$ cat config.mk
export PLATFORM = sky130hd
export DESIGN_NAME = ssm_front
export DESIGN_NICKNAME = d
export VERILOG_FILES = /design/src/hdl/ssm_pkg.sv /design/src/hdl/ssm_front.sv
export SDC_FILE = /design/constraint.sdc
export NUM_CORES = 1
export LEC_CHECK = 0
export ABC_AREA = 1
export CORE_ASPECT_RATIO = 1.4
export CORE_MARGIN = 5
export CORE_UTILIZATION = 62
export DETAILED_ROUTE_END_ITERATION = 12
export DONT_BUFFER_PORTS = 1
export PLACE_DENSITY = 0.88
export SETUP_SLACK_MARGIN = 0.1
export SLEW_MARGIN = 20
export SYNTH_ARGS = -nofsm -noshare
export SYNTH_HDL_FRONTEND = slang
export SYNTH_SLANG_ARGS = --single-unit
$ cat constraint.sdc
create_clock -name clk -period 4.8 [get_ports clk]
set_clock_uncertainty 0.2 [all_clocks]
set_input_delay 1.2 -clock clk [delete_from_list [all_inputs] [get_ports clk]]
set_output_delay 1.2 -clock clk [all_outputs]
set_load 0.01 [all_outputs]
$ cat src/hdl/ssm_pkg.sv
// shared types and constants for the sparse set key value map
// no dependencies; imported by ssm_front, ssm_back and the top level
package ssm_pkg;

  localparam int CAPACITY = 256;
  localparam int IDX_W    = $clog2(CAPACITY);
  localparam int KEY_W    = 8;
  localparam int CNT_W    = IDX_W + 1;
  localparam int DATA_W   = 32;

  typedef enum logic [2:0] {
    OP_PUT    = 3'd0,
    OP_REMOVE = 3'd1,
    OP_CLEAR  = 3'd2,
    OP_GET    = 3'd3,
    OP_ITH    = 3'd4,
    OP_NOP    = 3'd5
  } op_t;

  typedef enum logic {
    ST_IDLE,
    ST_EXEC
  } back_state_t;

  typedef struct packed {
    op_t                      op;
    logic [KEY_W-1:0]         key;
    logic signed [DATA_W-1:0] data;
    logic [KEY_W-1:0]         pos;
  } item_t;

  typedef struct packed {
    logic signed [DATA_W-1:0] data_out;
    logic [KEY_W-1:0]         key_out;
    logic                     present;
    logic [CNT_W-1:0]         count_out;
    logic                     error;
  } result_t;

endpackage

$ cat src/hdl/ssm_front.sv
// front end: decodes incoming beats and holds them in a two-entry queue
// depends on ssm_pkg
module ssm_front (
  input  logic             clk,
  input  logic             rst_n,
  input  logic             in_valid,
  output logic             in_ready,
  input  logic [2:0]       in_func,
  input  logic [7:0]       in_key,
  input  logic [31:0]      in_data,
  input  logic [7:0]       in_pos,
  output logic             q_valid,
  output ssm_pkg::item_t   q_item,
  input  logic             q_pop
);
  import ssm_pkg::*;

  item_t      q_mem_r [2];
  logic       wr_ptr_r, rd_ptr_r;
  logic [1:0] q_cnt_r;
  item_t      dec;
  logic       push;

  always_comb begin
    dec.key  = in_key;
    dec.data = in_data;
    dec.pos  = in_pos;
    case (in_func)
      OP_PUT:    dec.op = OP_PUT;
      OP_REMOVE: dec.op = OP_REMOVE;
      OP_CLEAR:  dec.op = OP_CLEAR;
      OP_GET:    dec.op = OP_GET;
      OP_ITH:    dec.op = OP_ITH;
      default:   dec.op = OP_NOP;
    endcase
  end

  assign in_ready = (q_cnt_r != 2'd2);
  assign push     = in_valid && in_ready;
  assign q_valid  = (q_cnt_r != 2'd0);
  assign q_item   = q_mem_r[rd_ptr_r];

  always_ff @(posedge clk) begin
    if (push) begin
      q_mem_r[wr_ptr_r] <= dec;
    end
  end

  always_ff @(posedge clk) begin
    if (!rst_n) begin
      wr_ptr_r <= 1'b0;
      rd_ptr_r <= 1'b0;
      q_cnt_r  <= 2'd0;
    end else begin
      if (push) wr_ptr_r <= ~wr_ptr_r;
      if (q_pop) rd_ptr_r <= ~rd_ptr_r;
      q_cnt_r <= q_cnt_r + {1'b0, push} - {1'b0, q_pop};
    end
  end

endmodule

==> qor.yml, run 1 <==
status: "finished, final reports clean"
wl_um: 6350
die_x_um: 79.4
grt_usage_pct: 15.9
timing.max_cap.violations: 0
rows: 35
critical_path.slowest_cell: "dfxtp_4"
final_common_cell: "edfxtp_1"
cts_tree: "built"
cts_buffers: 9
worst-path-buf-inv: 0
synth-seq-cells: 107
grt_pass1_wl_um: 9830
required_ps: 3400
rsz0062_at_grt: "false"
antenna_cells: 0
p_per_area_nw_per_um2: 447
maxSlewViolCount: 0
setup_tns_ps: 0
path_max_fanout: 51
max_freq_mhz: 312
drcViolationCount: 0
area_growth_pct: 6.17
grt_pass1_vias: 1767
yosysTopAreaCell: "edfxtp_1"
post_synth.cell_area_avg_um2: 21.3
vdd_drop_max_v: 0.000300
tightest_slew_ps: 931
via_per_inst: 5.74
seq_area_frac_synth_pct: 75.7
startpoint_type: "register"
max_stage_delay_ps: 960
end_kind: "output port"
path_delay_family: "flip-flops"
worst_slack_ps: 1600
intPower_uw: 1550
die_h_um: 107
leakage_uw: 0.00160
synth_cell_types: 15
synth.top_cell.area_share_pct: 73.3
wl_per_cell_um: 22.5
clk_latency_ps: 340
finalInstanceArea_um2: 4430
hold_viol: 0
drtAntennaViolNets: 0
yosys_warnings: 0
seqPwrFrac_pct: 58.2
drive_above_1_share_pct: 34.1
worstPathArrival_ps: 1800
gp_congestion: 0.700
pre_cts_ws_ps: 1780
cts_post_setup_buffers_inserted: 0
clock-sinks: 107
period_needed_ps: 3200
coreArea_um2: 6570
clk_path_buf_depth: 2
power_switching_share_pct: 21.5
max_slew_margin_pct: 37.9
first_iter_violations: 109
io_pins: 108
cts_root_buf: "clkbuf_8"
period_share_pct: 66.7
first_pass_iters: 4
post-route-util_pct: 67.5
layout.nets: 259
dpl.hpwl_um: 4540
yosys-top-cells-area: "edfxtp_1 (73%), mux2_4 (18%), buf_12 (2.4%), dfxtp_1 (2.4%), nand2_1 (1.1%)"
combPwrFrac_pct: 10.3
syn-num-nets: 252
layout_common_cells: "edfxtp_1 (102), mux2_4 (50), nand2_1 (12)"
grt_overflow_total: 0
clockPowerShare_pct: 31.5
path_class: "reg2out"
cts_resized: 0
hold_class: "reg2reg"
setup_viol: 0
die-area_um2: 8500
synth_area_um2: 4180
placed_area_um2: 4200
p_switching_uw: 426
htree_levels: 3
grt_max_degree: 52
io_buffers: 0
cts_hold_buf: 0
grt_antenna_before_repair: 0
vias: 1618
crit_chain: "mux2_2"
syn_inst: 196
clk_pin_slew_ps: 90
start_util_pct: 63.6
per-stage QoR:
| stage | total power (uW) | cells | hold WS (ps) |
|---|---|---|---|
| CTS | 2000 | 282 | 319 |
| global placement | 1370 | 266 | 278 |
| finish | 1980 | 282 | 312 |
| detailed placement | 1380 | 266 | 291 |
| floorplan | 1350 | 196 | 263 |
| global route | 2060 | 282 | 373 |
state kept, by name, indices dropped and copies added, names as in the netlist, named ones only:
name,flops
wr_ptr_r,1
q_mem_r,102
q_cnt_r,2
rd_ptr_r,1
power groups by stage:
stage               clock network [uW]  registers [uW]  logic [uW]
finish                             624            1150         203
global route                       678            1160         219
CTS                                640            1150         208
detailed placement                   0            1180         208
global placement                     0            1170         202
floorplan                            0            1160         197
cells in the mapped netlist:
master and number:
edfxtp_1 102, mux2_4 50, nand2_1 12, nor2_1 8, inv_1 6, buf_12 5, dfxtp_1 5, a21o_1 1
a21oi_1 1, buf_6 1, clkbuf_1 1, ha_1 1, mux2_2 1, nand3_1 1, xnor2_1 1
layout make-up:
type / count / area (um2)
Multi-Input combinational cell: 76 / 891
Timing Repair Buffer: 3 / 22.5
Fill cell: 431 / 2130
Inverter: 6 / 22.5
Clock inverter: 7 / 115
Tap cell: 74 / 92.6
Sequential cell: 107 / 3170
Clock buffer: 9 / 124
routing by layer:
| layer | GRT usage (%) | routed length, um | share of wire, % | vias up |
|---|---|---|---|---|
| met3 | 7.06 | 574 | 9.0 | 10 |
| met5 | 0 | 0 | 0 | - |
| met4 | 6.76 | 127 | 2.0 | 0 |
| met2 | 27.0 | 3490 | 55 | 61 |
| met1 | 17.1 | 2160 | 34 | 794 |
| li1 | - | - | - | 753 |
final timing paths:
kind,from,end,slack [ps],cells past startpoint
worst min register to register,rd_ptr_r,rd_ptr_r,310,2
worst max register to register,q_cnt_r[0],q_mem_r[1][36],2470,5
worst max-delay path,register,q_item[50],1600,1
worst min-delay path,rd_ptr_r,rd_ptr_r,310,2
logic make-up after synthesis:
group,share of synthesized area (%)
flops,75.7
simple gates,1.92
xor+xnor,0.210
buf+inv,3.30
mux,18.2
fa+ha+maj,0.300
compound gates,0.300
Power figures use the tool's default switching activity.
==> run 2, diff against run 1 <==
- ABC_AREA: 1 -> 0
- clock period: 4.8 -> 3.3 ns (I/O delays scaled with it)
==> run 2 against run 1 <==
  * Routed wire length increased by 4.8%
  * Register-to-register slack lost 1200 ps
  * Combinational power is 48% higher
  * Synthesized cell count fell by 3.1%
  * Highest routed layer unchanged
  * Design area fell by 2.8%
  * Power is 44% higher
  * Critical path type unchanged
  * Worst hold slack improved by 51 ps
  * Clock-buffer cell count grew 1
  * Largest cell class unchanged
  * Utilization is 1.4 points higher
  * Die area fell by 4.1%
  * Non-clock buffer count rose by 1
  * Worst setup slack got worse by 1000 ps
==> qor.yml, run 2 <==
status: "finished, final reports clean"
coreArea_um2: 6250  # -4.8%
via_per_inst: 6.00  # +4.6%
antenna_cells: 0  # unchanged
synthFlopType: "edfxtp_1"
critical_path.slowest_cell: "dfxtp_2"
gp_congestion: 0.647  # -7.5%
yosysTopAreaCell: "edfxtp_1"
worstPathArrival_ps: 1700  # -100 ps
path_delay_family: "flip-flops"
grt_antenna_before_repair: 0  # unchanged
hold_class: "in2reg"
post_synth.cell_area_avg_um2: 21.0  # -1.6%
path_max_fanout: 18  # -65%
wl_um: 6660  # +4.8%
path_class: "reg2out"
cts_post_setup_buffers_inserted: 0  # unchanged
grt_max_degree: 39  # -25%
yosys_warnings: 0  # unchanged
cts_root_buf: "clkbuf_8"
holdCritStartpoint: "in_pos[6]"
layout.nets: 254  # -1.9%
hold_path_depth: 0  # -2
first_pass_iters: 4  # unchanged
synth.top_cell.area_share_pct: 76.9  # +3.6 points
synth_cell_types: 26  # +11
async_flop_share_pct: 0  # unchanged
combPwrFrac_pct: 10.6  # +0.3 points
largestRegisters: "q_mem_r x102, q_cnt_r x2"
cts_tree: "built"
largest_reg_flops: 102  # unchanged
post-route-util_pct: 68.9  # +1.4 points
p_switching_uw: 610  # +43%
die_x_um: 77.7  # -2.1%
vias: 1645  # +1.7%
cts_resized: 0  # unchanged
clockPowerShare_pct: 31.1  # -0.4 points
htree_levels: 3  # unchanged
grt_usage_pct: 16.6  # +0.69 points
max_stage_delay_ps: 630  # -330 ps
die_h_um: 105  # -2.1%
wl_per_cell_um: 24.3  # +7.9%
end_kind: "output port"
worstHoldEndpoint: "q_mem_r[1][6]"
maxSlewViolCount: 0  # unchanged
dpl.hpwl_um: 4730  # +4.2%
synth-edff-count: 102  # unchanged
first_iter_violations: 88  # -19%
worst-path-buf-inv: 1  # +1
p_per_area_nw_per_um2: 662  # +48%
setup_tns_ps: 0  # unchanged
start_util_pct: 63.7  # +0.10 points
syn_inst: 190  # -3.1%
holdWs_ps: 363  # +50.7 ps
r2r_cells: 4  # -1
synth_common_cells: "edfxtp_1 (102), mux2_2 (51), buf_6 (5), dfxtp_1 (5), and2_1 (3)"
startpoint_type: "register"
grt_overflow_total: 0  # unchanged
synth_area_um2: 3980  # -4.6%
clk_latency_ps: 340  # about the same
io_pins: 108  # unchanged
hold_viol: 0  # unchanged
drtAntennaViolNets: 0  # unchanged
seqPwrFrac_pct: 58.3  # about the same
crit_chain: "buf_4 -> mux2_2"
max_freq_mhz: 367
clock-sinks: 107  # unchanged
max_slew_margin_pct: 67.8  # +30 points
final_common_cell: "edfxtp_1"
r2r-end: "q_mem_r[0][23]"
period_needed_ps: 2720
r2r-start: "q_cnt_r[0]"
layout_common_cells: "edfxtp_1 (102), mux2_2 (51), clkbuf_8 (9)"
seq_area_frac_synth_pct: 79.4  # +3.7 points
power_switching_share_pct: 21.4  # -0.14 points
grt_pass1_wl_um: 10100  # +2.3%
clk_pin_slew_ps: 90  # about the same
synth-seq-cells: 107  # unchanged
required_ps: 2270  # -1130 ps
top_register: "q_mem_r"
drcViolationCount: 0  # unchanged
drive_above_1_share_pct: 37.1  # +3.0 points
die-area_um2: 8150  # -4.1%
rows: 34  # -2.9%
clk_path_buf_depth: 2  # unchanged
rrSetupSlack_ps: 1270  # -1200 ps
cts_hold_buf: 0  # unchanged
setup_viol: 0  # unchanged
syn-num-nets: 246  # -2.4%
grt_pass1_vias: 1785  # +1.0%
timing.max_cap.violations: 0  # unchanged
leakage_uw: 0.00142  # -12%
period_share_pct: 82.5
yosys-top-cells-area: "edfxtp_1 (77%), mux2_2 (14%), dfxtp_1 (2.5%), buf_6 (1.4%), and2_1 (0.47%)"
intPower_uw: 2240  # +44%
tightest_slew_ps: 482  # -449 ps
cts_buffers: 9  # unchanged
rsz0062_at_grt: "false"
vdd_drop_max_v: 0.000468  # +56%
io_buffers: 0  # unchanged
yosysMostFrequentCell: "edfxtp_1"
area_growth_pct: 8.17
-- run 2: routing by layer --
layer / wire (um) / share of wire [%] / track usage [%]
met5: 0 / 0 / 0
met4: 91 / 1.4 / 6.27
met3: 559 / 8.4 / 6.80
met2: 3810 / 57 / 29.7
met1: 2200 / 33 / 16.9
-- run 2: worst reg2reg max path: cells and delay by family, from the launching register on --
kind / cells / cell delay (ps)
buf+inv: 2 / 670
simple gates: 2 / 430
flops: 1 / 420
-- run 2: cells by family after synthesis --
logic type	after synthesis	share of synthesized area, %
DFF	107	79.4
muxes	52	14.7
and+or+nand+nor	13	2.01
buffers and inverters	9	1.82
AOI/OAI and AO/OA	6	1.32
xor gates and xnor gates	2	0.440
adders and majority gates	1	0.314
-- run 2: how the worst max path moves through the flow --
| stage | from | to | slack [ps] | depth (start not counted) |
|---|---|---|---|---|
| CTS | register | q_item[12] | 540 | 2 |
| global route | register | q_item[12] | 470 | 2 |
| detailed placement | register | q_item[12] | 930 | 2 |
| finish | register | q_item[12] | 580 | 2 |
| floorplan | in_valid | q_mem_r[1][0] | 600 | 1 |
| global placement | register | q_item[17] | 980 | 2 |
-- run 2: layout make-up --
type / count / area (um2)
flip-flops and latches: 107 / 3160
fillers: 367 / 1950
multi-input cells: 74 / 748
clock buffers: 10 / 128
clock inverters: 5 / 103
well taps: 72 / 90.1
repair buffers: 4 / 67.6
inverters: 2 / 7.51
-- run 2: power groups by stage --
| stage | Clock, uW | Combinational (uW) | Sequential (uW) |
|---|---|---|---|
| after floorplan | 0 | 252 | 1680 |
| after global placement | 0 | 293 | 1680 |
| after detailed placement | 0 | 307 | 1700 |
| after CTS | 908 | 309 | 1660 |
| after global routing | 966 | 322 | 1670 |
| final | 887 | 301 | 1660 |
-- run 2: metrics by stage --
step	instances	total power, uW	setup WS (ps)	area [um2]
4_1_cts	274	2880	541	4310
5_1_grt	274	2960	471	4310
3_5_place_dp	259	2000	929	4080
3_3_place_gp	259	1980	982	4080
2_1_floorplan	190	1930	599	3980
6_report	274	2850	577	4310
==> run 3, diff against run 2 <==
- ABC_AREA: 0 -> 1
- CORE_UTILIZATION: 62 -> 56
- PLACE_DENSITY: 0.88 -> 0.84
- clock period: 3.3 -> 2.5 ns (I/O delays scaled with it)
==> run 3 against run 2 <==
  * Sequential power rose by 31%
  * Power rose by 25%
  * Design area rose by 4.4%
  * Global-route usage fell by 1.9 points
  * First-iteration DRC count rose by 20%
  * Clock power rose by 6.5%
  * Final cell count rose by 15%
  * Utilization fell by 7.4 points
  * Clock-buffer cell count did not move
  * Worst hold slack got worse by 210 ps
  * Critical endpoint is now q_item[5]
  * Highest routed layer unchanged
==> qor.yml, run 3 (synthesis results as in run 1) <==
status: "finished, final reports clean"
cts_root_buf: "clkbuf_8"
hold_class: "in2reg"
grt-busiest-layer: "met2"
setup_viol: 0  # unchanged
dpl.hpwl_um: 4710  # -0.49%
end_kind: "output port"
max_stage_delay_ps: 430  # -200 ps
via_per_inst: 5.33  # -11%
cts_tree: "built"
drcViolationCount: 0  # unchanged
die_h_um: 112  # +7.0%
grt_use_met2_pct: 26.2  # -3.6 points
r2r_cells: 5  # +1
drtAntennaViolNets: 0  # unchanged
required_ps: 1670  # -600 ps
vdd_drop_max_v: 0.000544  # +16%
largest_reg_flops: 102  # unchanged
p_per_area_nw_per_um2: 795  # +20%
grt_overflow_total: 0  # unchanged
cts_buffers: 9  # unchanged
worst-path-stages: 2  # unchanged
maxSlewViolCount: 0  # unchanged
layout_common_cells: "edfxtp_1 (102), mux2_4 (50), nand2_1 (12)"
htree_levels: 3  # unchanged
clk_pin_slew_ps: 100  # about the same
coreArea_um2: 7310  # +17%
pre_cts_ws_ps: 520  # -409 ps
start_util_pct: 57.1  # -6.6 points
period_share_pct: 88.2
die_x_um: 83.0  # +6.8%
final_common_cell: "edfxtp_1"
top_register: "q_mem_r"
hold_viol: 0  # unchanged
first_iter_violations: 106  # +20%
gr-usage-met3_pct: 7.64  # +0.84 points
die-area_um2: 9310  # +14%
startpoint_type: "register"
timing.max_cap.violations: 0  # unchanged
hold_path_depth: 0  # unchanged
grt_max_degree: 35  # -10%
first_pass_iters: 3  # -1
crit_chain: "buf_4 -> mux2_4"
path_delay_family: "flip-flops"
drive_above_1_share_pct: 37.3  # +0.20 points
rsz0062_at_grt: "false"
antenna_cells: 0  # unchanged
layout.nets: 268  # +5.5%
placed_area_um2: 4270  # +4.8%
grt_usage_pct: 14.8  # -1.9 points
path_class: "reg2out"
area_growth_pct: 7.64
tightest_slew_ps: 446  # -36.0 ps
max_slew_margin_pct: 70.3  # +2.4 points
met1_usage_pct: 13.8  # -3.1 points
wl_um: 6740  # +1.3%
grt_antenna_before_repair: 0  # unchanged
gp_congestion: 0.729  # +13%
post-route-util_pct: 61.5  # -7.4 points
io_pins: 108  # unchanged
max_freq_mhz: 453
clk_latency_ps: 360  # +20 ps
wl_per_cell_um: 21.5  # -12%
clk_path_buf_depth: 2  # unchanged
grt_pass1_vias: 1782  # -0.17%
rows: 37  # +8.8%
worst-path-buf-inv: 1  # unchanged
vias: 1675  # +1.8%
largestRegisters: "q_mem_r x102, q_cnt_r x2"
clock-sinks: 107  # unchanged
io_buffers: 0  # unchanged
period_needed_ps: 2210
grt_pass1_wl_um: 10000  # -0.62%
critical_path.slowest_cell: "dfxtp_4"
path_max_fanout: 9  # -9
worstPathArrival_ps: 1380  # -320 ps
worst_slack_ps: 294  # -283 ps
finalInstanceArea_um2: 4500  # +4.4%
leakage_uw: 0.00162  # +14%
holdWs_ps: 149  # -214 ps
==> run 3: changes by cell type in the layout (fill, tap and decap cells not counted), moves of 3 or more <==
cell       before  now
mux2_2         51    1
mux2_4          0   50
nand2_1         2   12
buf_4           1   10
nor2_1          0    6
inv_1           1    6
and2_1          3    0
bufinv_16       3    0
==> run 3: worst paths after layout <==
check              endpoint  slack, ps  startpoint
min reg2reg        rd_ptr_r        310    rd_ptr_r
min           q_mem_r[0][4]        150   in_pos[4]
max reg2reg  q_mem_r[0][14]        610  q_cnt_r[0]
max               q_item[5]        290    register
==> run 3: power breakdown <==
part | switching, uW | internal (uW)
sequential | 45.0 | 2140
combinational | 246 | 198
clock | 573 | 372
==> run 3: layout make-up <==
cell class,instances,area [um2]
clock inverter,6,51.3
fill,556,2820
tap,97,121
timing repair buffer,12,115
inverter,6,22.5
sequential,107,3170
clock buffer,10,128
multi-input combinational,76,891
==> run 3: routing by layer <==
layer	share of wire (%)	wire (um)	vias to the layer above
li1	-	-	771
met1	34	2270	838
met2	55	3730	57
met3	9.0	604	9
met4	2.0	134	0
met5	0	0	-
==> run 3: repair_timing <==
item / in CTS / in global routing
endpoints found under the setup margin: 0 / 37
resized for setup: 0 / 0
hold buffers: 0 / 0
buffers inserted: 0 / 6
==> run 3: metrics by stage <==
stage	instances	TNS, ps	total power (uW)
floorplan	196	-25170	2590
global placement	292	0	2650
detailed placement	292	0	2670
CTS	308	0	3610
global route	314	0	3730
finish	314	0	3570
